--- src/rtl/lpht_pkg.sv ---
// ---------------------------------------------------------------------------
// lpht_pkg - shared types and constants of the linear probe hash table
// Table geometry, command and status codes, and the structs that travel
// between the front end, the job queue and the probe engine.
// ---------------------------------------------------------------------------
package lpht_pkg;

  localparam int TABLE_SLOTS = 64;
  localparam int SLOT_BITS   = (TABLE_SLOTS > 1) ? $clog2(TABLE_SLOTS) : 1;
  localparam bit HOME_POW2   = ((TABLE_SLOTS & (TABLE_SLOTS - 1)) == 0);
  localparam int KEY_BITS    = 32;
  localparam int VALUE_BITS  = 32;
  localparam int KV_BITS     = KEY_BITS + VALUE_BITS;
  localparam int NIB_BITS    = 4;
  localparam int KEY_NIBBLES = KEY_BITS / NIB_BITS;
  localparam int STEP_BITS   = $clog2(KEY_NIBBLES + 1);
  localparam int OUT_SLOT_BITS = 6;

  typedef logic [SLOT_BITS-1:0] slot_t;

  localparam slot_t LAST_SLOT = slot_t'(TABLE_SLOTS - 1);

  typedef enum logic [1:0] {
    CMD_INSERT     = 2'd0,
    CMD_FIND       = 2'd1,
    CMD_ERASE      = 2'd2,
    CMD_LOOKUP_ADD = 2'd3
  } cmd_t;

  typedef enum logic [1:0] {
    RES_OK       = 2'd0,
    RES_NOTFOUND = 2'd1,
    RES_DUP      = 2'd2,
    RES_FULL     = 2'd3
  } status_t;

  // Slot state as stored in the status memory
  localparam logic [1:0] ST_EMPTY = 2'd0;
  localparam logic [1:0] ST_LIVE  = 2'd1;
  localparam logic [1:0] ST_TOMB  = 2'd2;

  typedef enum logic [2:0] {
    ENG_CLEAR,
    ENG_IDLE,
    ENG_PROBE,
    ENG_MOVE,
    ENG_REPLY
  } eng_state_t;

  typedef struct packed {
    cmd_t                  cmd;
    logic [KEY_BITS-1:0]   key;
    logic [VALUE_BITS-1:0] value;
    slot_t                 home;
  } job_t;

  typedef struct packed {
    status_t               status;
    logic [VALUE_BITS-1:0] value;
    slot_t                 slot;
  } result_t;

endpackage

--- src/rtl/lpht_queue.sv ---
// ---------------------------------------------------------------------------
// lpht_queue - two-entry job queue
// Decouples the front end from the probe engine.
// ---------------------------------------------------------------------------
module lpht_queue (
  input  logic           clk,
  input  logic           rst_n,
  input  logic           push_valid,
  input  lpht_pkg::job_t push_job,
  output logic           push_ready,
  output logic           pop_valid,
  output lpht_pkg::job_t pop_job,
  input  logic           pop
);

  lpht_pkg::job_t q_r [2];
  logic           wr_ptr_r, wr_ptr_nxt;
  logic           rd_ptr_r, rd_ptr_nxt;
  logic [1:0]     count_r, count_nxt;
  logic           do_push;
  logic           do_pop;

  assign push_ready = (count_r != 2'd2);
  assign pop_valid  = (count_r != 2'd0);
  assign pop_job    = q_r[rd_ptr_r];
  assign do_push    = push_valid && push_ready;
  assign do_pop     = pop && pop_valid;

  always_comb begin
    wr_ptr_nxt = do_push ? !wr_ptr_r : wr_ptr_r;
    rd_ptr_nxt = do_pop  ? !rd_ptr_r : rd_ptr_r;
    count_nxt  = count_r;
    if (do_push && !do_pop) begin
      count_nxt = count_r + 2'd1;
    end else if (do_pop && !do_push) begin
      count_nxt = count_r - 2'd1;
    end
  end

  always_ff @(posedge clk) begin
    if (!rst_n) begin
      wr_ptr_r <= 1'b0;
      rd_ptr_r <= 1'b0;
      count_r  <= 2'd0;
    end else begin
      wr_ptr_r <= wr_ptr_nxt;
      rd_ptr_r <= rd_ptr_nxt;
      count_r  <= count_nxt;
    end
    if (do_push) begin
      q_r[wr_ptr_r] <= push_job;
    end
  end

endmodule

--- config.mk ---
export PLATFORM = sky130hd
export DESIGN_NAME = lpht_queue
export DESIGN_NICKNAME = d
export VERILOG_FILES = /design/src/rtl/lpht_pkg.sv /design/src/rtl/lpht_queue.sv
export SDC_FILE = /design/constraint.sdc
export NUM_CORES = 1
export LEC_CHECK = 0
export BUFFER_PORTS_ARGS = -buffer_cell sky130_fd_sc_hd__buf_4
export CELL_PAD_IN_SITES_DETAIL_PLACEMENT = 2
export CELL_PAD_IN_SITES_GLOBAL_PLACEMENT = 2
export CORE_MARGIN = 4
export CORE_UTILIZATION = 38
export CTS_CLUSTER_DIAMETER = 50
export DETAILED_ROUTE_END_ITERATION = 10
export PLACE_DENSITY = 0.86
export REMOVE_ABC_BUFFERS = 1
export SLEW_MARGIN = 40
export SYNTH_ARGS = -nofsm -noshare
export SYNTH_HDL_FRONTEND = slang
export SYNTH_SLANG_ARGS = --single-unit
--- constraint.sdc ---
create_clock -name clk -period 3.41 [get_ports clk]
set_input_delay 0.5115 -clock clk [delete_from_list [all_inputs] [get_ports clk]]
set_output_delay 0.5115 -clock clk [all_outputs]
set_load 0.005 [all_outputs]
Word-level counts from Yosys, hierarchy flattened
Memory sizes are Yosys's and may differ from the RTL's. A register that Yosys moved wholly into a read port is not among the register bits.
Index checks and enable logic that the tools add are counted.
- $add $sub $neg: 2
- multiply operators: 0
- divide/modulo/power cells: 0
- $lt $le $gt $ge: 0
- eq/ne operators: 1
- shift-type cells: 0
- muxes and demuxes: 6
- bitwise logic cells: 0
- reductions and logical operators: 10
- operator list (cell ; number):
    logical AND 1 bit ; 4
    zero test 1 bit ; 4
    two-way mux 1 bit ; 4
    two-way mux 2 bit ; 2
    nonzero test 2 bit ; 2
    adder 2 x 1 -> 2 bit (second input constant) ; 1
    inequality test 2 bit (second input constant) ; 1
    subtractor 2 x 1 -> 2 bit (second input constant) ; 1
- register bits: 4
- latch bits: 0
- memory bits (writable): 144
- bits in read-only memories: 0
- input bits: 76
- logic and storage cells: 23
- memories kept: 1
- memory list (memory ; words ; bits a word ; rd ports ; clocked after Yosys merged registers in ; wr ports ; RTL line ; RTL):
    q_r ; 2 ; 72 ; 1 ; 1 ; 1 ; lpht_queue.sv:16 ; lpht_pkg::job_t q_r [2];

Depth between registers and ports, before layout
Gate-level depths: netlist of the first run.
- depth in word-level cells: 6
- mapped depth: 6

Worst setup path before layout of the first run
OpenSTA, ideal clock, no wires.
- kind: reg2reg
- start point: register count_r[0]
- end point: memory q_r[1][0] in the netlist's numbering (enable)
- setup time: 0.438 ns
- data arrival time: 2.291 ns
- data required time: 2.972 ns
- path slack: 0.680 ns
- cell stages (with the launch flop): 3
- path buffers: 0
- clock period less this slack: 2.730 ns
- cell sequence: dfxtp_1 nand2b_4 and3_1
- longest elaborated chain between the ends: 4
- RTL lines (what ; RTL line ; RTL):
    start, declared ; lpht_queue.sv:19 ; logic [1:0] count_r, count_nxt;
    start signal, assigned ; lpht_queue.sv:48 ; count_r <= count_nxt;
    inequality test 2 bit ; lpht_queue.sv:23 ; assign push_ready = (count_r != 2'd2);
    via push_ready ; lpht_queue.sv:10 ; output logic push_ready,
    logical AND 1 bit ; lpht_queue.sv:26 ; assign do_push = push_valid && push_ready;
    two-way mux 1 bit ; lpht_queue.sv:50 ; if (do_push) begin
    two-way mux 1 bit (implied by the code) ; lpht_queue.sv:51 ; q_r[wr_ptr_r] <= push_job;
    end, declared ; lpht_queue.sv:16 ;
The timed path passes the listed nets, and every way through them passes these cells.

==> impl_results.md, run 1 <==
- Status: completed
- Most frequent cells after synthesis: edfxtp_1 (144), mux2_2 (72), buf_4 (5), dfxtp_1 (5), and2_1 (4)
- Die area: 16300 um^2
- FF+latch count, synth: 149
- Die H: roughly 130 um
- Type of origin of the critical path: flip-flop
- Reg area: ~4400 um^2
- Tcrit/Tclk final: 70.7%
- GRT Total Usage: between 10% and 20%
- Crit Path Max Fanout: 42
- WP buf/inv: 2
- Max Cap Viol: 0
- Global-route wire length before repair: roughly 19 mm
- Worst path top cell family by delay: flip-flops
- Crit-path max cell delay: 0.63 ns
- Clock sink total: 149
- Slew Limit Fails: 0
- Syn. warnings: 0
- Post-synth EDFFs: 144
- Routed Antenna Nets: 0
- Die span in x: 128 um
- Internal reg-to-reg setup slack: 1.45 ns
- Aggregate routed wire length: 12.4 mm
- Core ar.: about 14000 um^2
- Hold WC Path Type: in2reg
- # resized after CTS: 0
- Root buffer cell: clkbuf_16
- Pwr dens: 728 nW/um^2
- Vias post-DR: 2872
- CTS tree: built
- Worst vdd ir: 0.000368 V
- Io pins: 150
- Clock transition at path regs: 0.06 ns
- Critical path class: reg2out
- RePlAce Congestion: 0.699
- CP Data Required Time: between 2 and 3 ns
- Top cells by area, synth: edfxtp_1 (80%), mux2_2 (15%), dfxtp_1 (1.8%)
- Sum Neg Setup Slack: 0 ns
- Synth-to-Final Area Change: 35.1%
- Starting DRT DRC Count: approximately 160
- Synth unique cells: 20
- Share of the synthesized area in the top cell type: 79.6%
- Inst Count DP: 573
- Relative slew slack: a little under three fifths
- Core Rows: 43
- Syn Area/Cell: 21.9 um^2
- Diodes inserted: 0
- Period minus WS final: 2.41 ns
- Synth async-reset ratio: 0%
- Crit path DAT: between 1.5 and 2 ns
- Dominant cell by count in the synthesized netlist: edfxtp_1
- Slowest cell on crit path: dfxtp_4
- Vias per cell: 4.75
- Worst-Skew Late Latency: 0.42 ns
- Initial Utilization: approximately two fifths
- Post-synthesis sequential area ratio: roughly four fifths
- # port buffers: 149
- Post-synth top area cell: edfxtp_1
- Nature of the critical path endpoint: output pin
- Critical-path cell list: buf_12, mux2_2, buf_4
- CTS Buf Count: 17
- Worst slew pin tran: ~0.66 ns
- Ys flop type: edfxtp_1
- Clock skew: approximately 0.0070 ns
- Nets: 489
- Final setup fails: 0
- Initial antenna violation count: 0
- Multi-input gate area: between 900 and 1000 um^2
- DR pass1 iterations: 4
- Fill cells: 1212
- F_max: 415 MHz
- Final Hold Viols: 0
- Mapped cell area: 5430 um^2
- Cell count after synthesis: 248
- Post-Layout Cell Count: approximately 610
- Total Power: 5.34 mW
- Largest net degree at the start of global routing: 43
- Hold_buf cts: 0
- DR DRC count: 0
- Longest Clk Path Bufs: 2
- Setup Fix Bufs, Post-CTS: 0
- H-tree lvl count: 4
- Layout cell share with drive strength beyond 1: 60.2%
- Total gr overflow: 0
- Avg WL per Cell: 20.5 um
- DP Wirelength: 8.74 mm
- Leak: between 2 and 3 nW
- RSZ-0062 raised after global routing: no
- Vias in the first global route: 3299
-- final cells by class --
cell class | count | share of cell area, %
clock buffer | 18 | 5.85
tap | 180 | 3.07
timing repair buffer | 153 | 16.3
inverter | 1 | 0.0682
clock inverter | 14 | 1.28
multi-input combinational | 90 | 13.0
sequential | 149 | 60.4
-- cell usage in the layout, fill, tap and decap left out, drive strengths merged --
master	instances
nand2b	1
or3	1
clkbuf	18
buf	153
ha	1
a21bo	1
clkinvlp	1
clkinv	13
mux2	72
and2	4
edfxtp	144
xor2	1
nand3b	1
xnor2	2
or2	1
bufinv	1
a21boi	2
dfxtp	5
o21ai	2
and3	1
-- logic make-up (layout without fill, tap and decap cells) --
kind of cell / after synthesis / after routing / share of synthesized area, %
flip-flops: 149 / 149 / 81.5
XOR/XNOR: 3 / 3 / 0.484
AND/OR/NAND/NOR: 9 / 9 / 1.20
adder cells (fa/ha/maj): 1 / 1 / 0.230
multiplexers: 72 / 72 / 14.9
AO/OA/AOI/OAI: 5 / 5 / 0.645
buffers and inverters: 9 / 186 / 1.04
-- final timing paths --
| path | from | endpoint | depth (start not counted) |
|---|---|---|---|
| setup / recovery | flip-flop | pop_job[66] | 3 |
| hold / removal | push_job[24] | q_r[0][24] | 1 |
| hold reg to reg | rd_ptr_r | flip-flop | 2 |
| setup reg to reg | count_r[1] | q_r[0][71] | 4 |
-- stage by stage --
step | worst slack, ns | utilization, % | hold WS, ns | instance area, um^2
finish | 0.998 | 52.6 | 0.276 | 7330
global route | 0.884 | 52.6 | 0.242 | 7330
CTS | 0.912 | 52.6 | 0.248 | 7330
detailed placement | 1.32 | 48.9 | 0.578 | 6810
global placement | 1.28 | 48.5 | 0.532 | 6750
floorplan | 0.614 | - | 0.512 | 5380
-- power breakdown --
part	leakage (nW)	switching, mW	internal (mW)
combinational	1.07	0.517	0.742
clock	0.258	0.682	0.979
sequential	1.39	0.126	2.29
total	2.72	1.32	4.01
-- routing by layer --
layer  track usage [%]  share of wire [%]
met2              28.2                 56
met3              5.85                5.6
met1              17.1                 38
met4              6.06                1.3
met5                 0                  0
-- registers in the layout, indices dropped and copies added (netlist names), named ones only --
name / cells
wr_ptr_r: 1
rd_ptr_r: 1
q_r: 144
count_r: 2
Note: power is estimated with default switching activity, not from simulation.
==> inputs of run 2 (changes only) <==
Settings changed: CORE_UTILIZATION 38 to 34, PLACE_DENSITY 0.86 to 0.82.
Clock period 3.41 ns to 2.1 ns, I/O delays scaled along.
==> run 2 against run 1 <==
Against the previous run: via count down 1.1%; power is 72% higher; setup slack lost 0.89 ns; count of clock-buffer cells in the layout up 1; final cell count rose by 5.5%; highest routed layer unchanged.
==> impl_results.md, run 2 (same netlist as run 1, synthesis figures left out) <==
- Largest net degree at the start of global routing: 49 (+14%)
- Worst-Skew Late Latency: 0.42 ns (about the same)
- Fill cells: 1428 (+18%)
- Internal reg-to-reg setup slack: 0.49 ns (-0.96 ns)
- H-tree lvl count: 4 (unchanged)
- Initial antenna violation count: 0 (unchanged)
- Crit path DAT: 1.68 ns (-0.22 ns)
- Most frequent cells in the layout: buf_4 (151), edfxtp_1 (144), mux2_2 (72)
- Routed Antenna Nets: 0 (unchanged)
- Die H: 134 um (+5.4%)
- Global route hottest layer: met2
- Layout cell share with drive strength beyond 1: 60.9% (+0.65 points)
- Type of origin of the critical path: flip-flop
- Critical path class: reg2out
- Nets: 491 (+0.41%)
- Max reg flops: 144 (unchanged)
- GRT Total Usage: 14.1% (-1.8 points)
- DR pass1 iterations: 4 (unchanged)
- FF-to-FF End: count_r[1]
- Worst setup endpoint: pop_job[7]
- Period minus WS final: 1.99 ns
- Leak: 2.78 nW (+2.2%)
- Relative slew slack: 77.1% (+21 points)
- Clock skew: 0.00384 ns (-0.00313 ns)
- # resized after CTS: 0 (unchanged)
- Vias per cell: 4.45 (-6.2%)
- Hold_buf cts: 0 (unchanged)
- Slowest cell on crit path: dfxtp_4
- RePlAce Congestion: 0.656 (-6.2%)
- Pwr dens: 1230 nW/um^2 (+69%)
- Global-route wire length before repair: 18.7 mm (-0.48%)
- Vias in the first global route: 3275 (-0.73%)
- CTS tree: built
- Clock sink total: 149 (unchanged)
- Nature of the critical path endpoint: output pin
- Core ar.: 15400 um^2 (+11%)
- Setup Fix Bufs, Post-CTS: 0 (unchanged)
- Initial Utilization: 35.2% (-3.8 points)
- DR DRC count: 0 (unchanged)
- Clock transition at path regs: 0.06 ns (about the same)
- # port buffers: 149 (unchanged)
- Root buffer cell: clkbuf_16
- Status: completed
- CTS Buf Count: 17 (unchanged)
- Hold WC Path Type: in2reg
- GR Util met3: 5.48% (-0.38 points)
- Final setup fails: 0 (unchanged)
- RSZ-0062 raised after global routing: no
- R2R cell count: 5 (+1)
- Avg WL per Cell: 19.0 um (-6.9%)
- DP Wirelength: 8.18 mm (-6.3%)
- Total gr overflow: 0 (unchanged)
- Die span in x: 134 um (+5.4%)
- Diodes inserted: 0 (unchanged)
- Slew Limit Fails: 0 (unchanged)
- Io pins: 150 (unchanged)
- Critical-path cell list: buf_12, mux2_2, buf_4
- Reg2reg start: count_r[1]
- Crit-path max cell delay: 0.49 ns (-0.14 ns)
- Core Rows: 45 (+4.7%)
- Worst hold margin: 0.0779 ns (-0.198 ns)
- Final Hold Viols: 0 (unchanged)
- Final core utilization: 48.5% (-4.1 points)
- Die area: 18100 um^2 (+11%)
- Crit Path Max Fanout: 29 (-31%)
- Tcrit/Tclk final: 94.8%
- Starting DRT DRC Count: 165 (+2.5%)
- Met2 GRT Util: 25.1% (-3.1 points)
- Longest Clk Path Bufs: 2 (unchanged)
- Vias post-DR: 2840 (-1.1%)
- Worst slew pin tran: 0.343 ns (-0.318 ns)
- Worst vdd ir: 0.000652 V (+77%)
- Aggregate routed wire length: 12.2 mm (-1.8%)
- Max Cap Viol: 0 (unchanged)
- Biggest register: q_r
- Most common cell after layout, fill and taps aside: buf_4
- F_max: ~500 MHz
- Largest regs: q_r (144), count_r (2)
- Met1 Use GR: 14.9% (-2.3 points)
- Synth-to-Final Area Change: 37.8%
- CP Data Required Time: 1.78 ns (-1.12 ns)
[run 2: layer usage]
layer / wire [um] / part of all wire [%] / vias to the layer above
li1: - / - / 1313
met1: 4470 / 37 / 1423
met2: 6690 / 55 / 90
met3: 792 / 6.5 / 14
met4: 199 / 1.6 / 0
met5: 0 / 0 / -
[run 2: where the power goes]
part           leakage (nW)  switching [mW]  internal (mW)
registers              1.39           0.154           3.72
clock network         0.307            1.13           2.08
logic                  1.08           0.879           1.23
[run 2: final cells by class]
cell class	count	area (um^2)	share of cell area [%]
clock buffer	19	433	5.78
clock inverter	13	186	2.49
inverter	1	5.00	0.0669
multi-input combinational	90	955	12.8
sequential	149	4430	59.2
tap	211	264	3.53
timing repair buffer	155	1210	16.2
[run 2: worst min path at each step]
stage                             from         end  slack, ns  cells after the start
after floorplan            push_job[0]   q_r[0][0]       0.41                      0
after global placement    push_job[48]  q_r[0][48]       0.50                      1
after detailed placement  push_job[64]  q_r[0][64]       0.50                      1
after CTS                 push_job[64]  q_r[1][64]       0.05                      1
after global routing      push_job[34]  q_r[0][34]       0.05                      1
final                     push_job[34]  q_r[1][34]       0.08                      1
[run 2: through the flow]
| stage | setup TNS [ns] | cells | cell area [um^2] | setup WS (ns) | power [mW] |
|---|---|---|---|---|---|
| detailed placement | 0 | 606 | 6870 | 0.486 | 6.11 |
| floorplan | -108.45 | 240 | 5380 | -0.630 | 4.92 |
| finish | 0 | 638 | 7480 | 0.109 | 9.19 |
| global route | 0 | 638 | 7480 | 0.0185 | 9.67 |
| CTS | 0 | 638 | 7480 | 0.0478 | 9.39 |
| global placement | 0 | 606 | 6870 | 0.525 | 6.03 |
[run 2: critical path, delay by kind of cell (launching register included)]
kind,cells,cell delay (ns)
DFF,1,0.49
buffers and inverters,2,0.38
muxes,1,0.38
==> inputs of run 3 (changes only) <==
Settings changed: ABC_AREA from default to 1, CORE_MARGIN 4 to 10, CORE_UTILIZATION 34 to 35, PLACE_DENSITY 0.82 to 0.83.
==> run 3 against run 2 <==
Against the previous run: critical path depth unchanged; critical path type unchanged; clock skew increased by 0.0031 ns; synthesized area increased by 6.6%; largest cell class unchanged; sequential power about the same; sequential share of layout area decreased by 2.1 points.
==> impl_results.md, run 3 <==
- Leak: 3.05 nW (+10%)
- Post-synthesis sequential area ratio: 76.4% (-5.1 points)
- Vias in the first global route: 3444 (+5.2%)
- Nets: 504 (+2.6%)
- Synth unique cells: 15 (-25%)
- Die area: 22100 um^2 (+22%)
- Dpl cell area: 7140 um^2 (+4.0%)
- Pwr dens: 1220 nW/um^2 (-1.1%)
- Final core utilization: 48.3% (-0.20 points)
- Most common cell after layout, fill and taps aside: buf_4
- Hold WC Path Type: in2reg
- FF+latch count, synth: 149 (unchanged)
- Type of origin of the critical path: flip-flop
- Worst path top cell family by delay: buffers and inverters
- Largest net degree at the start of global routing: 64 (+31%)
- Cell count after synthesis: 261 (+5.2%)
- Routed Antenna Nets: 0 (unchanged)
- Status: completed
- Clock skew: 0.00692 ns (+0.00308 ns)
- DP Wirelength: 9.83 mm (+20%)
- Hold_buf cts: 0 (unchanged)
- Die H: 149 um (+11%)
- Share of the synthesized area in the top cell type: 74.7% (-4.9 points)
- # resized after CTS: 0 (unchanged)
- Core ar.: 16100 um^2 (+4.1%)
- Ys flop type: edfxtp_1
- RePlAce Congestion: 0.688 (+4.9%)
- Worst slew pin tran: 0.424 ns (+0.0809 ns)
- RSZ-0062 raised after global routing: no
- WP buf/inv: 2 (unchanged)
- GRT Total Usage: 12.7% (-1.3 points)
- Global-route wire length before repair: 21.0 mm (+12%)
- DR DRC count: 0 (unchanged)
- Syn. warnings: 0 (unchanged)
- H-tree lvl count: 4 (unchanged)
- CTS Buf Count: 17 (unchanged)
- Period minus WS final: 1.94 ns (-0.0541 ns)
- Setup Fix Bufs, Post-CTS: 0 (unchanged)
- F_max: 516 MHz (+2.8%)
- Final setup fails: 0 (unchanged)
- Max Cap Viol: 0 (unchanged)
- Final worst slack: 0.163 ns (+0.0541 ns)
- Relative slew slack: 71.8% (-5.4 points)
- Io pins: 150 (unchanged)
- Worst-Skew Late Latency: 0.41 ns (about the same)
- Initial Utilization: 36.1% (+0.85 points)
- Max reg flops: 144 (unchanged)
- Post-synth top area cell: edfxtp_1
- Layout cell share with drive strength beyond 1: 58.2% (-2.7 points)
- Synth async-reset ratio: 0% (unchanged)
- Diodes inserted: 0 (unchanged)
- Crit-path max cell delay: 0.37 ns (-0.12 ns)
- Largest regs: q_r (144), count_r (2)
- Die span in x: 149 um (+11%)
- CTS tree: built
- Core Rows: 46 (+2.2%)
- Final Hold Viols: 0 (unchanged)
- Critical path class: reg2out
- Sum Neg Setup Slack: 0 ns (unchanged)
- DR pass1 iterations: 4 (unchanged)
- Syn Area/Cell: 22.2 um^2 (+1.3%)
- Top cells by area, synth: edfxtp_1 (75%), mux2_4 (18%), buf_12 (2.4%)
- Crit Path Max Fanout: 43 (+48%)
- Inst Count DP: 624 (+3.0%)
- Nature of the critical path endpoint: output pin
- Post-Layout Cell Count: 656 (+2.8%)
- Critical-path cell list: buf_12, mux2_4, buf_4
- CP Data Required Time: 1.78 ns (about the same)
- Post-synth EDFFs: 144 (unchanged)
- Slew Limit Fails: 0 (unchanged)
- Most frequent cells after synthesis: edfxtp_1 (144), mux2_4 (70), nand2_1 (9)
- Pre-CTS setup slack: 0.421 ns (-0.0656 ns)
- Dominant cell by count in the synthesized netlist: edfxtp_1
- Vias per cell: 4.46 (+0.20%)
- Longest Clk Path Bufs: 2 (unchanged)
- Worst vdd ir: 0.000609 V (-6.7%)
- Vias post-DR: 2926 (+3.0%)
- Most frequent cells in the layout: buf_4 (151), edfxtp_1 (144), mux2_4 (70)
- Crit path DAT: 1.62 ns (-0.06 ns)
- Synth-to-Final Area Change: 34.0%
- Total gr overflow: 0 (unchanged)
- Slowest cell on crit path: dfxtp_4
- Avg WL per Cell: 21.2 um (+11%)
- Aggregate routed wire length: 13.9 mm (+14%)
- Clock transition at path regs: 0.06 ns (about the same)
- Total Power: 9.43 mW (+2.6%)
- Tcrit/Tclk final: 92.3% (-2.6 points)
- Mapped cell area: 5790 um^2 (+6.6%)
- # port buffers: 149 (unchanged)
- Biggest register: q_r
- Clock sink total: 149 (unchanged)
- Worst hold margin: 0.0887 ns (+0.0108 ns)
- Initial antenna violation count: 0 (unchanged)
- Root buffer cell: clkbuf_16
- Fill cells: 1428 (unchanged)
- Fin area: 7760 um^2 (+3.7%)
- Starting DRT DRC Count: 144 (-13%)
## run 3: kinds of logic after synthesis
group | Yosys count | synth area share [%]
AOI/OAI and AO/OA | 4 | 0.389
adders and majority gates | 1 | 0.216
DFF | 149 | 76.4
muxes | 72 | 18.5
buffers and inverters | 16 | 3.13
and+or+nand+nor | 19 | 1.30
## run 3: worst register-to-register path, delay by kind of cell, from the launching register on
family / cells / cell delay [ns]
DFF: 1 / 0.32
adders and majority gates: 1 / 0.35
and+or+nand+nor: 5 / 0.54
buffers and inverters: 3 / 0.34
## run 3: final cells by class
| cell class | instances | area [um^2] | share of cell area, % |
|---|---|---|---|
| inverters | 8 | 30.0 | 0.387 |
| well taps | 216 | 270 | 3.48 |
| clock inverters | 14 | 189 | 2.44 |
| clock buffers | 18 | 429 | 5.53 |
| multi-input cells | 96 | 1200 | 15.4 |
| repair buffers | 155 | 1210 | 15.6 |
| flip-flops and latches | 149 | 4430 | 57.1 |
## run 3: worst paths after layout
path                            slack (ns)  depth (start not counted)    startpoint           to
worst min register to register        0.50                          2      rd_ptr_r    flip-flop
worst max register to register        0.45                          9    count_r[0]   count_r[1]
worst max-delay path                  0.16                          3     flip-flop  pop_job[27]
worst min-delay path                  0.09                          1  push_job[49]   q_r[0][49]
## run 3: report_power, final
part	switching (mW)	leakage (nW)	total, mW	internal (mW)
registers	0.139	1.39	3.90	3.76
logic	1.00	1.36	2.33	1.33
clock network	1.12	0.305	3.20	2.08
## run 3: per-layer routing
metal	GRT usage, %	up-vias	part of all wire (%)
met5	0	-	0
li1	-	1343	-
met4	4.31	0	1.1
met2	22.9	95	56
met3	4.55	13	6.1
met1	13.4	1475	37
