==> config.mk <==
export PLATFORM = sky130hd
export DESIGN_NAME = lpht_front
export DESIGN_NICKNAME = d
export VERILOG_FILES = /design/src/rtl/lpht_pkg.sv /design/src/rtl/lpht_front.sv
export SDC_FILE = /design/constraint.sdc
export NUM_CORES = 1
export LEC_CHECK = 0
export ABC_CLOCK_PERIOD_IN_PS = 3800
export BUFFER_PORTS_ARGS = -buffer_cell sky130_fd_sc_hd__buf_2
export CORE_UTILIZATION = 31
export CTS_CLUSTER_DIAMETER = 30
export CTS_CLUSTER_SIZE = 14
export DETAILED_ROUTE_END_ITERATION = 12
export SYNTH_ARGS = -nofsm -noshare
export SYNTH_HDL_FRONTEND = slang
export SYNTH_SLANG_ARGS = --single-unit
==> constraint.sdc <==
create_clock -name clk -period 3.8 [get_ports clk]
set_clock_uncertainty 0.2 [all_clocks]
set_input_delay 0.19 -clock clk [delete_from_list [all_inputs] [get_ports clk]]
set_output_delay 0.19 -clock clk [all_outputs]
set_load 0.05 [all_outputs]
==> src/rtl/lpht_pkg.sv <==
// ---------------------------------------------------------------------------
// lpht_pkg - shared types and constants of the linear probe hash table
// Table geometry, command and status codes, and the structs that travel
// between the front end, the job queue and the probe engine.
// ---------------------------------------------------------------------------
package lpht_pkg;

  localparam int TABLE_SLOTS = 64;
  localparam int SLOT_BITS   = (TABLE_SLOTS > 1) ? $clog2(TABLE_SLOTS) : 1;
  localparam bit HOME_POW2   = ((TABLE_SLOTS & (TABLE_SLOTS - 1)) == 0);
  localparam int KEY_BITS    = 32;
  localparam int VALUE_BITS  = 32;
  localparam int KV_BITS     = KEY_BITS + VALUE_BITS;
  localparam int NIB_BITS    = 4;
  localparam int KEY_NIBBLES = KEY_BITS / NIB_BITS;
  localparam int STEP_BITS   = $clog2(KEY_NIBBLES + 1);
  localparam int OUT_SLOT_BITS = 6;

  typedef logic [SLOT_BITS-1:0] slot_t;

  localparam slot_t LAST_SLOT = slot_t'(TABLE_SLOTS - 1);

  typedef enum logic [1:0] {
    CMD_INSERT     = 2'd0,
    CMD_FIND       = 2'd1,
    CMD_ERASE      = 2'd2,
    CMD_LOOKUP_ADD = 2'd3
  } cmd_t;

  typedef enum logic [1:0] {
    RES_OK       = 2'd0,
    RES_NOTFOUND = 2'd1,
    RES_DUP      = 2'd2,
    RES_FULL     = 2'd3
  } status_t;

  // Slot state as stored in the status memory
  localparam logic [1:0] ST_EMPTY = 2'd0;
  localparam logic [1:0] ST_LIVE  = 2'd1;
  localparam logic [1:0] ST_TOMB  = 2'd2;

  typedef enum logic [2:0] {
    ENG_CLEAR,
    ENG_IDLE,
    ENG_PROBE,
    ENG_MOVE,
    ENG_REPLY
  } eng_state_t;

  typedef struct packed {
    cmd_t                  cmd;
    logic [KEY_BITS-1:0]   key;
    logic [VALUE_BITS-1:0] value;
    slot_t                 home;
  } job_t;

  typedef struct packed {
    status_t               status;
    logic [VALUE_BITS-1:0] value;
    slot_t                 slot;
  } result_t;

endpackage

==> src/rtl/lpht_front.sv <==
// ---------------------------------------------------------------------------
// lpht_front - command intake and home slot computation
// Takes one transaction at a time, works out the key's home slot and
// pushes the finished job into the queue.
// ---------------------------------------------------------------------------
module lpht_front (
  input  logic                               clk,
  input  logic                               rst_n,
  input  logic                               enable,
  input  logic                               in_tvalid,
  output logic                               in_tready,
  input  lpht_pkg::cmd_t                     in_cmd,
  input  logic [lpht_pkg::KEY_BITS-1:0]      in_key,
  input  logic [lpht_pkg::VALUE_BITS-1:0]    in_value,
  output logic                               push_valid,
  output lpht_pkg::job_t                     push_job,
  input  logic                               push_ready
);

  logic                                 hold_valid_r, hold_valid_nxt;
  lpht_pkg::job_t                       job_r, job_nxt;
  logic [lpht_pkg::KEY_BITS-1:0]        key_sh_r, key_sh_nxt;
  logic [lpht_pkg::STEP_BITS-1:0]       steps_r, steps_nxt;
  logic                                 done;
  logic                                 push;
  logic                                 take;

  // Four restoring reduction steps: fold one nibble of the key into the remainder
  function automatic lpht_pkg::slot_t mod_step4(input lpht_pkg::slot_t rem,
                                                input logic [lpht_pkg::NIB_BITS-1:0] nib);
    logic [lpht_pkg::SLOT_BITS:0] t;
    lpht_pkg::slot_t              r;
    r = rem;
    for (int i = lpht_pkg::NIB_BITS - 1; i >= 0; i--) begin
      t = {r, nib[i]};
      if (t >= (lpht_pkg::SLOT_BITS + 1)'(lpht_pkg::TABLE_SLOTS)) begin
        t = t - (lpht_pkg::SLOT_BITS + 1)'(lpht_pkg::TABLE_SLOTS);
      end
      r = t[lpht_pkg::SLOT_BITS-1:0];
    end
    return r;
  endfunction

  assign done       = hold_valid_r && (steps_r == '0);
  assign push       = done && push_ready;
  assign in_tready  = enable && (!hold_valid_r || push);
  assign take       = in_tvalid && in_tready;
  assign push_valid = done;
  assign push_job   = job_r;

  always_comb begin
    hold_valid_nxt = hold_valid_r;
    job_nxt        = job_r;
    key_sh_nxt     = key_sh_r;
    steps_nxt      = steps_r;
    if (push) begin
      hold_valid_nxt = 1'b0;
    end
    if (take) begin
      hold_valid_nxt = 1'b1;
      job_nxt.cmd    = in_cmd;
      job_nxt.key    = in_key;
      job_nxt.value  = in_value;
      key_sh_nxt     = in_key;
      if (lpht_pkg::HOME_POW2) begin
        job_nxt.home = in_key[lpht_pkg::SLOT_BITS-1:0];
        steps_nxt    = '0;
      end else begin
        job_nxt.home = '0;
        steps_nxt    = lpht_pkg::STEP_BITS'(lpht_pkg::KEY_NIBBLES);
      end
    end else if (hold_valid_r && (steps_r != '0)) begin
      // advance the reduction by one nibble, most significant first
      job_nxt.home = mod_step4(job_r.home,
                               key_sh_r[lpht_pkg::KEY_BITS-1 -: lpht_pkg::NIB_BITS]);
      key_sh_nxt   = key_sh_r << lpht_pkg::NIB_BITS;
      steps_nxt    = steps_r - 1'b1;
    end
  end

  always_ff @(posedge clk) begin
    if (!rst_n) begin
      hold_valid_r <= 1'b0;
    end else begin
      hold_valid_r <= hold_valid_nxt;
    end
    job_r    <= job_nxt;
    key_sh_r <= key_sh_nxt;
    steps_r  <= steps_nxt;
  end

endmodule

Word level (Yosys, flattened, before mapping)

Index checks and enable logic that the tools add are counted.

Bits in registers: 109
Bits of input ports: 71
Output and inout port bits: 74
Word-level logic and storage cells: 43

Add/subtract/negate cells: 5
Magnitude comparators: 4
Muxes and demuxes: 16
Reduce and logical (&&, ||, !) cells: 11

Operators with widths:

| cell                                             | number |
|---|---|
| two-way mux 6 bit                                | 12 |
| two-way mux 32 bit                               | 2 |
| >= comparator 7 bit, second input constant       | 4 |
| subtractor 6 x 1 -> 6 bit, second input constant | 4 |
| logical AND 1 bit                                | 5 |
| logical NOT 4 bit                                | 1 |
| nonzero test 2 bit                               | 2 |
| nonzero test 4 bit                               | 1 |
| subtractor 4 x 1 -> 4 bit, second input constant | 1 |
| two-way mux 1 bit                                | 2 |
| logical NOT 1 bit                                | 1 |
| logical OR 1 bit                                 | 1 |

Depth between registers and ports, before layout

Gate-level depths: netlist of run 1.

Depth in word-level cells: 19
Mapped depth: 6
Depth with buffers taken out: 5

Least setup slack after synthesis of run 1

Ideal clock, no wire load.

Kind: reg2reg
Start point: register hold_valid_r
End point: register key_sh_r[0] in the netlist's numbering (enable)
Library setup time: 0.486 ns
Arrival: 3.270 ns
Required time: 3.114 ns
Slack: -0.155 ns
Stages on the path, launching flop included: 4
Buffers on the path: 1
Period minus slack after synthesis: 3.955 ns
Cells stage by stage: dfxtp_1 buf_2 nor2b_1 o21ai_0

Longest elaborated chain between the ends: 6
Elaborated cells between the ends (all ways): 8
Those cells by class: reduce/logical (8)

Ends and longest elaborated chain:

| what                                  | line             | RTL |
|---|---|---|
| start: declaration                    | lpht_front.sv:20 | `logic hold_valid_r, hold_valid_nxt;` |
| start signal: assignment              | lpht_front.sv:85 | `hold_valid_r <= hold_valid_nxt;` |
| logical AND 1 bit                     | lpht_front.sv:44 | `assign done = hold_valid_r && (steps_r == '0);` |
| logical AND 1 bit                     | lpht_front.sv:45 | `assign push = done && push_ready;` |
| logical OR 1 bit                      | lpht_front.sv:46 | `assign in_tready = enable && (!hold_valid_r \|\| push);` |
| logical AND 1 bit                     | lpht_front.sv:46 |  |
| logical AND 1 bit                     | lpht_front.sv:47 | `assign take = in_tvalid && in_tready;` |
| nonzero test 2 bit (no source line) * | -                |  |
| end signal: assignment                | lpht_front.sv:88 | `key_sh_r <= key_sh_nxt;` |
| end: declaration                      | lpht_front.sv:22 | `logic [lpht_pkg::KEY_BITS-1:0] key_sh_r, key_sh_nxt;` |

Mark *: on every way between the ends. The rest lies on a longest branch, timed or not.
A chain may end at the register's enable or synchronous reset.

Worst setup path in the final report of run 1

Start point: register steps_r[0] in the netlist's numbering
End point: register key_sh_r[7] in the netlist's numbering (data pin)

Longest elaborated chain between the ends: 7

Ends and longest elaborated chain:

| what                     | line             | RTL |
|---|---|---|
| start: declaration       | lpht_front.sv:23 | `logic [lpht_pkg::STEP_BITS-1:0] steps_r, steps_nxt;` |
| start signal: assignment | lpht_front.sv:89 | `steps_r <= steps_nxt;` |
| logical NOT 4 bit        | lpht_front.sv:44 |  |
| logical AND 1 bit        | lpht_front.sv:44 |  |
| logical AND 1 bit        | lpht_front.sv:45 |  |
| logical OR 1 bit         | lpht_front.sv:46 |  |
| logical AND 1 bit        | lpht_front.sv:46 |  |
| logical AND 1 bit        | lpht_front.sv:47 |  |
| two-way mux 32 bit       | lpht_front.sv:59 | `if (take) begin` |
| net key_sh_nxt, one bit  | lpht_front.sv:22 |  |

The timed path passes the listed nets, and every way through them passes these cells.

==> results.cfg, run 1 <==
[floorplanning]
die_h_um = 115
start_util = 0.323
dieArea_um2 = 13100
fp.coreArea_um2 = 12200
fp.dieW_um = 115
rows = 40
io_pins = 145

[detailed_routing]
vias = 2409
avgRoutedWirePerCell_um = 13.7
routed_wl_um = 7850
drtPass1Iterations = 4
drt_iter0_drc = 100
vias_per_cell = 4.19
ant_nets = 0
drc_errors = 0

[pwr]
pwr-share-clk = 0.288
irDropWorstVdd_uv = 374
p_sw_frac = 0.275
p_leak_nw = 2.25
switching_power_mw = 0.854
power.density_nw_per_um2 = 536
cell_internal_pwr_mw = 2.25
seqPwrFrac = 0.501
p_comb_frac = 0.211

[yosys]
synth_seq_cells = 109
yosysWarnings = 0
synth-edff-count = 104
synthArstFlopShare = 0
syn_nets = 256
postSynthCellCount = 183
synth_cell_type_count = 22
seq_area_frac_synth = 0.820
syn_area_per_cell_um2 = 21.5
synth_area_um2 = 3930
synthFlopType = edfxtp_1

[timing]
hold_viol_final = 0
post-route-period-util = 0.648
rsz0062_at_grt = false
drv_slew = 0
final-setup-viol-count = 0
slew_headroom = 0.578
fmax_mhz = 406
finalSetupTns_ns = 0
fin_hold_ws_ns = 0.130
setup_ws_ns = 1.34
period_minus_slack_ns = 2.46
worstMarginPinSlew_ns = 0.632

[global_routing]
grtUsageMet1 = 0.133
antenna_found_initial = 0
grt_max_degree = 54
grt_remaining_overflow = 0
grt_use_total = 0.120
grt-busiest-layer = met2
grt_pass1_wl_um = 11700
grt_use_met2 = 0.205
met3_usage = 0.0376
grt_pass1_vias = 2383

[final_layout]
mostFrequentLayoutCells = buf_2, edfxtp_1, dlygate4sd3_1, mux2_2, clkbuf_16
fill_cells = 1058
drive_above_1_share = 0.467
area_delta_synth_final_pct = 47.5
fin_area_um2 = 5790
final_common_cell = buf_2
antenna_cells = 0
final_cells = 575
num-nets-final = 476

[clocking]
clock_latency_ns = 0.34
htreeDepth = 3
cts.clk_slew.worst_paths_ns = 0.07
cts-root-buf = clkbuf_16
cts_setup_buffers = 0
clock_sinks = 109
cts_tree = built
cts_buffers = 9
max-clock-path-buffers = 2

[hold_path]
hold_end = hold_valid_r$_SDFFE_PN0P_
min_from = push_ready
hold_depth = 4
hp-class = in -> reg

[status]
status = finished, final reports clean

[setup_path]
critPathMaxStageDelay_ns = 0.52
crit_arrival_ns = 2.36
crit_fanout = 52
worstSetupStartpointType = flop
worstPathCellList = inv_1 -> ha_1 -> nand4bb_4 -> a21oi_4 -> buf_4 -> mux2_2
rrSetupSlack_ns = 1.34
crit_family = buffers and inverters
reg2reg_from = steps_r[0]$_SDFFE_PP0P_
reg2regPathDepth = 6
critPathBufInv = 2
endpoint_kind = flop
reg2reg_to = key_sh_r[7]$_DFFE_PP_
cp_slowest_cell = buf_4
criticalPathCategory = reg -> reg
worstPathRequired_ns = 3.69

[placed_design]
post-place-ws_ns = 1.32
dp_hpwl_um = 4960
place_congestion = 0.692
placed_area_um2 = 4840
port_buffers = 144
dpl.cell_count = 493

[flow_run]
drv_cap = 0
-- stage by stage --
| stage | util | power [mW] |
|---|---|---|
| after floorplan | - | 2.03 |
| after global routing | 0.476 | 3.25 |
| after global placement | 0.398 | 2.17 |
| after detailed placement | 0.398 | 2.19 |
| final | 0.476 | 3.10 |
| after CTS | 0.476 | 3.14 |
-- registers in the layout (all words and copies together), names as in the netlist --
| register | count |
|---|---|
| push_job | 72 |
| key_sh_r | 32 |
| steps_r | 4 |
| hold_valid_r | 1 |
-- Yosys cell counts (2+ instances only) --
cell type | instances | area share
edfxtp_1 | 104 | 0.79
mux2_2 | 27 | 0.077
mux2_1 | 7 | 0.020
and2_1 | 5 | 0.0080
dfxtp_1 | 5 | 0.025
buf_6 | 4 | 0.011
mux2i_1 | 4 | 0.010
nor2b_1 | 4 | 0.0064
nand2b_1 | 3 | 0.0048
a21boi_0 | 2 | 0.0038
a32o_1 | 2 | 0.0051
ha_1 | 2 | 0.0064
inv_1 | 2 | 0.0019
nand2_1 | 2 | 0.0019
nor2_1 | 2 | 0.0019
o21ai_0 | 2 | 0.0025
-- kinds of logic after synthesis --
kind of cell,synth area share
DFF,0.820
muxes,0.108
and+or+nand+nor,0.0341
AOI/OAI and AO/OA,0.0169
buffers and inverters,0.0146
adders and majority gates,0.00637
-- tightest hold or removal path, delay by kind of cell --
| family | cells | cell delay, ns |
|---|---|---|
| AOI/OAI and AO/OA | 1 | 0.09 |
| and+or+nand+nor | 2 | 0.22 |
| buffers and inverters | 1 | 0.13 |
-- power groups by stage --
stage | clock network (mW) | registers [mW] | logic (mW)
floorplan | 0 | 1.75 | 0.280
global placement | 0 | 1.58 | 0.593
detailed placement | 0 | 1.58 | 0.608
CTS | 0.926 | 1.55 | 0.662
global route | 0.976 | 1.57 | 0.703
finish | 0.894 | 1.55 | 0.656
-- per-layer routing --
| layer | vias to the layer above | part of all wire |
|---|---|---|
| met5 | - | 0 |
| met4 | 0 | 0.024 |
| met1 | 1127 | 0.42 |
| met3 | 13 | 0.085 |
| met2 | 116 | 0.47 |
| li1 | 1153 | - |
-- layout make-up --
type | count | area [um2] | area share
Tap cell | 168 | 210 | 0.0363
Inverter | 2 | 7.51 | 0.00130
Timing Repair Buffer | 214 | 1410 | 0.244
Multi-Input combinational cell | 67 | 659 | 0.114
Clock inverter | 6 | 55.1 | 0.00950
Sequential cell | 109 | 3220 | 0.556
Clock buffer | 9 | 225 | 0.0389
-- how the worst max path moves through the flow --
stage                                    startpoint                         to  slack [ns]  depth (start not counted)
final                       steps_r[0]$_SDFFE_PP0P_      key_sh_r[7]$_DFFE_PP_        1.34                          6
after global routing        steps_r[0]$_SDFFE_PP0P_     key_sh_r[18]$_DFFE_PP_        1.20                          6
after CTS                   steps_r[0]$_SDFFE_PP0P_     key_sh_r[22]$_DFFE_PP_        1.31                          6
after detailed placement    steps_r[0]$_SDFFE_PP0P_     key_sh_r[22]$_DFFE_PP_        1.32                          6
after global placement      steps_r[0]$_SDFFE_PP0P_     key_sh_r[17]$_DFFE_PP_        1.40                          6
after floorplan           hold_valid_r$_SDFFE_PN0P_  key_sh_r[0]$_SDFFCE_PN0P_        0.87                          3
-- repair_timing --
action,4_1_cts,5_1_grt
hold buffers,67,0
resized for setup,0,0
endpoints found under the hold margin,105,0
Power figures use the tool's default switching activity.
==> inputs of run 2 (changes only) <==
ABC_CLOCK_PERIOD_IN_PS = 2270   (was 3800)
clock period = 2.27 ns   (was 3.8 ns; I/O delays follow)
==> run 2 against run 1 <==
  * Clock power is 59% higher
  * Cell area is 0.82% higher
  * Hold slack worse by 0.074 ns
  * Utilization is 0.39 points higher
  * Sequential power is 68% higher
  * Die area stayed put
  * Via count is 0.17% lower
  * Critical endpoint is now push_job[23]$_DFFE_PP_
  * Largest cell class unchanged
  * Highest routed layer unchanged
==> results.cfg, run 2 (synthesized netlist as in run 1, its figures left out) <==
[status]
status = finished, final reports clean

[detailed_routing]
routed_wl_um = 8060
avgRoutedWirePerCell_um = 13.9
ant_nets = 0
drc_errors = 0
route.met3.wl_um = 704
top_layer = met4
vias = 2405
drtPass1Iterations = 4
drt-met1-wl_um = 3370
vias_per_cell = 4.15
dr_wl_met2_um = 3820
drt_iter0_drc = 149

[timing]
finalSetupTns_ns = 0
fmax_mhz = 464
rsz0062_at_grt = false
worstMarginPinSlew_ns = 0.423
post-route-period-util = 0.949
final-setup-viol-count = 0
slew_headroom = 0.714
drv_slew = 0
hold_viol_final = 0
period_minus_slack_ns = 2.15

[setup_path]
crit_path_end = push_job[23]$_DFFE_PP_
worstPathRequired_ns = 2.10
worstSetupStartpointType = flop
crit_fanout = 34
crit_arrival_ns = 1.98
rrSetupSlack_ns = 0.12
endpoint_kind = flop
crit_start = steps_r[0]$_SDFFE_PP0P_
reg2reg_from = steps_r[0]$_SDFFE_PP0P_
criticalPathCategory = reg -> reg
reg2regPathDepth = 6
reg2reg_to = push_job[23]$_DFFE_PP_

[global_routing]
grt_max_degree = 35
grt_remaining_overflow = 0
grt_pass1_wl_um = 11900
grt_pass1_vias = 2409
antenna_found_initial = 0
grt_use_total = 0.122

[pwr]
irDropWorstVdd_uv = 400
p_leak_nw = 2.27
power.density_nw_per_um2 = 881

[final_layout]
fill_cells = 1030
final_cells = 580
antenna_cells = 0
num-nets-final = 480
final_common_cell = buf_2
finish.utilization = 0.480
mostFrequentLayoutCells = buf_2, edfxtp_1, dlygate4sd3_1, mux2_2, clkbuf_16
largest_register_ffs = 72
area_delta_synth_final_pct = 48.7
fin_area_um2 = 5840
drive_above_1_share = 0.478

[clocking]
htreeDepth = 3
clock_sinks = 109
cts-root-buf = clkbuf_16
clock_latency_ns = 0.34
cts_setup_buffers = 0
cts_buffers = 9
cts_tree = built
cts.clk_slew.worst_paths_ns = 0.07
max-clock-path-buffers = 2

[placed_design]
dpl.cell_count = 497
dp_hpwl_um = 5120
port_buffers = 144
place_congestion = 0.746
placed_area_um2 = 4900

[flow_run]
drv_cap = 0

[floorplanning]
die_h_um = 115
io_pins = 145
fp.coreArea_um2 = 12200
rows = 40
start_util = 0.323
fp.dieW_um = 115
dieArea_um2 = 13100

[hold_path]
hp-class = in -> reg
run 2: changes by cell type in the layout (fill, tap and decap cells not counted):
cell / delta
buf_12: +2
clkinv_1: -2
nor3b_2: +1
buf_4: +2
clkinvlp_4: +1
bufinv_16: -1
clkbuf_1: +1
nor3b_1: -1
inv_6: +1
clkinv_2: +1
run 2: worst min path at each step:
stage	from	to	depth (start not counted)
6_report	push_ready	hold_valid_r$_SDFFE_PN0P_	4
4_1_cts	push_ready	hold_valid_r$_SDFFE_PN0P_	4
3_5_place_dp	in_value[19]	push_job[25]$_DFFE_PP_	1
2_1_floorplan	in_value[4]	push_job[10]$_DFFE_PP_	0
5_1_grt	push_ready	hold_valid_r$_SDFFE_PN0P_	4
3_3_place_gp	in_value[12]	push_job[18]$_DFFE_PP_	1
run 2: final cells by class:
| type | count | area, um2 | share of cell area |
|---|---|---|---|
| Clock buffer | 10 | 229 | 0.0392 |
| Clock inverter | 6 | 38.8 | 0.00664 |
| Inverter | 2 | 7.51 | 0.00129 |
| Multi-Input combinational cell | 67 | 664 | 0.114 |
| Sequential cell | 109 | 3220 | 0.552 |
| Tap cell | 168 | 210 | 0.0360 |
| Timing Repair Buffer | 218 | 1470 | 0.251 |
run 2: metrics by stage:
stage,power (mW),setup slack [ns],hold WS (ns)
after detailed placement,3.69,0.0831,0.0916
after global routing,5.38,0.00222,0.0862
final,5.15,0.116,0.0560
after global placement,3.66,0.169,0.0909
after floorplan,3.39,0.0194,0.0124
after CTS,5.22,0.0897,0.0353
run 2: power by group:
group          switching (mW)  internal [mW]  total [mW]
clock                   0.673          0.742        1.42
sequential             0.0992           2.50        2.60
combinational           0.681          0.450        1.13
total                    1.45           3.69        5.15
run 2: repair_timing:
item / 4_1_cts / 5_1_grt
gates resized for setup: 1 / 0
setup endpoints to repair: 1 / 0
hold endpoints to repair: 105 / 0
hold buffers: 67 / 0
run 2: per-layer routing:
layer / global-route usage / up-vias
met5: 0 / -
met4: 0.0623 / 0
met3: 0.0386 / 14
met2: 0.205 / 115
met1: 0.138 / 1117
li1: - / 1159
run 2: critical path, cell delays in order (launching register included):
cell and delay [ns]:
dfxtp_1 0.34, inv_1 0.09, ha_1 0.25, nand4bb_4 0.16, a21oi_4 0.24, buf_12 0.23, buf_4 0.30
==> inputs of run 3 (changes only) <==
CAP_MARGIN = 40   (was default)
CORE_UTILIZATION = 49   (was 31)
PLACE_DENSITY = 0.79   (was default)
==> run 3 against run 2 <==
  * Flip-flop and latch count did not move
  * Clock power fell by 18%
  * Cell count fell by 12%
  * Utilization rose by 26 points
  * Hold slack got worse by 0.013 ns
  * Worst setup slack got worse by 0.0089 ns
  * Via count rose by 2.4%
  * Wire length rose by 2.6%
  * Die area fell by 36%
  * Maximum frequency fell by 0.41%
  * Critical path depth did not move
  * Critical path type unchanged
  * Largest power group unchanged
  * Highest routed layer unchanged
==> results.cfg, run 3 (synthesized netlist as in run 1, its figures left out) <==
[detailed_routing]
drc_errors = 0
ant_nets = 0
vias_per_cell = 4.80
drtPass1Iterations = 4
drt_iter0_drc = 89
avgRoutedWirePerCell_um = 16.1
vias = 2463
routed_wl_um = 8270

[pwr]
p_leak_nw = 2.24
irDropWorstVdd_uv = 519
power.density_nw_per_um2 = 861
pwr-share-clk = 0.239
switching_power_mw = 1.43
p_sw_frac = 0.291
p_comb_frac = 0.231
cell_internal_pwr_mw = 3.47
seqPwrFrac = 0.530

[timing]
period_minus_slack_ns = 2.16
post-route-period-util = 0.953
slew_headroom = 0.729
final-setup-viol-count = 0
drv_slew = 0
fmax_mhz = 462
rsz0062_at_grt = false
hold_viol_final = 0
worstMarginPinSlew_ns = 0.401
finalSetupTns_ns = 0

[floorplanning]
die_h_um = 91.5
fp.dieW_um = 91.5
rows = 32
start_util = 0.508
dieArea_um2 = 8380
fp.coreArea_um2 = 7730
io_pins = 145

[status]
status = finished, final reports clean

[clocking]
clock_latency_ns = 0.35
cts_setup_buffers = 0
cts.clk_slew.worst_paths_ns = 0.10
max-clock-path-buffers = 2
cts-root-buf = clkbuf_8
cts_buffers = 9
clock_sinks = 109
cts_tree = built
htreeDepth = 3

[global_routing]
grt_remaining_overflow = 0
grt_use_total = 0.202
grt_pass1_vias = 2402
grt_pass1_wl_um = 12600
antenna_found_initial = 0
grt_max_degree = 43

[setup_path]
worstSetupStartpointType = flop
worstPathRequired_ns = 2.18
criticalPathCategory = reg -> reg
crit_arrival_ns = 2.07
crit_fanout = 41
endpoint_kind = flop

[final_layout]
drive_above_1_share = 0.479
antenna_cells = 0
num-nets-final = 479
finish.utilization = 0.737
area_delta_synth_final_pct = 44.9
mostFrequentLayoutCells = buf_2, edfxtp_1, dlygate4sd3_1, mux2_2, clkbuf_8
final_common_cell = buf_2
largest_register_ffs = 72

[placed_design]
port_buffers = 144
place_congestion = 0.769
dp_hpwl_um = 4740

[flow_run]
drv_cap = 0

[hold_path]
hp-class = in -> reg
run 3: cell types whose count changed in the layout (fill, tap and decap cells not counted), sizes merged:
cell,before,now
inv,3,4
clkinv,3,2
clkbuf,10,9
buf,151,150
bufinv,0,1
run 3: worst paths after layout:
path	startpoint	to	slack, ns	cells after the start
worst min register to register	key_sh_r[28]$_DFFE_PP_	push_job[0]$_DFFE_PP_	0.34	1
worst min-delay path	push_ready	hold_valid_r$_SDFFE_PN0P_	0.04	4
worst max-delay path	steps_r[0]$_SDFFE_PP0P_	key_sh_r[23]$_DFFE_PP_	0.11	6
worst max register to register	steps_r[0]$_SDFFE_PP0P_	key_sh_r[23]$_DFFE_PP_	0.11	6
run 3: area by class of cell:
class	instances	area [um2]
Sequential cell	109	3220
Fill cell	440	2030
Timing Repair Buffer	217	1470
Multi-Input combinational cell	67	664
Tap cell	102	128
Clock buffer	9	124
Clock inverter	7	81.3
Inverter	2	7.51
run 3: critical path: stages, from the launching register on:
cell       delay, ns
dfxtp_1         0.35
inv_1           0.09
ha_1            0.25
nand4bb_4       0.15
a21oi_4         0.23
buf_12          0.25
mux2_2          0.38
run 3: power by group through the flow:
stage / logic, mW / clock network (mW) / registers, mW
after detailed placement: 1.03 / 0 / 2.64
after global placement: 1.00 / 0 / 2.63
after global routing: 1.21 / 1.28 / 2.62
after CTS: 1.13 / 1.20 / 2.60
after floorplan: 0.472 / 0 / 2.92
final: 1.13 / 1.17 / 2.60
run 3: timing repair:
action	4_1_cts	5_1_grt
hold buffers	67	0
setup endpoints to repair	1	23
cloned	0	0
hold endpoints to repair	105	0
gates resized for setup	1	1
run 3: metal layers:
metal | track usage | routed length (um)
met5 | 0 | 0
met1 | 0.258 | 3570
met3 | 0.0436 | 459
met4 | 0.0648 | 111
met2 | 0.346 | 4130
run 3: metrics by stage:
stage                     setup slack, ns  std cells  hold slack (ns)  instance area, um2  power, mW
after floorplan                    0.0194        183           0.0124                3940       3.39
after global placement              0.142        430           0.0907                4810       3.63
after detailed placement           0.0851        430           0.0922                4810       3.67
after CTS                          0.0829        513           0.0293                5690       4.93
after global routing               0.0188        513           0.0608                5690       5.11
final                               0.107        513           0.0434                5690       4.90
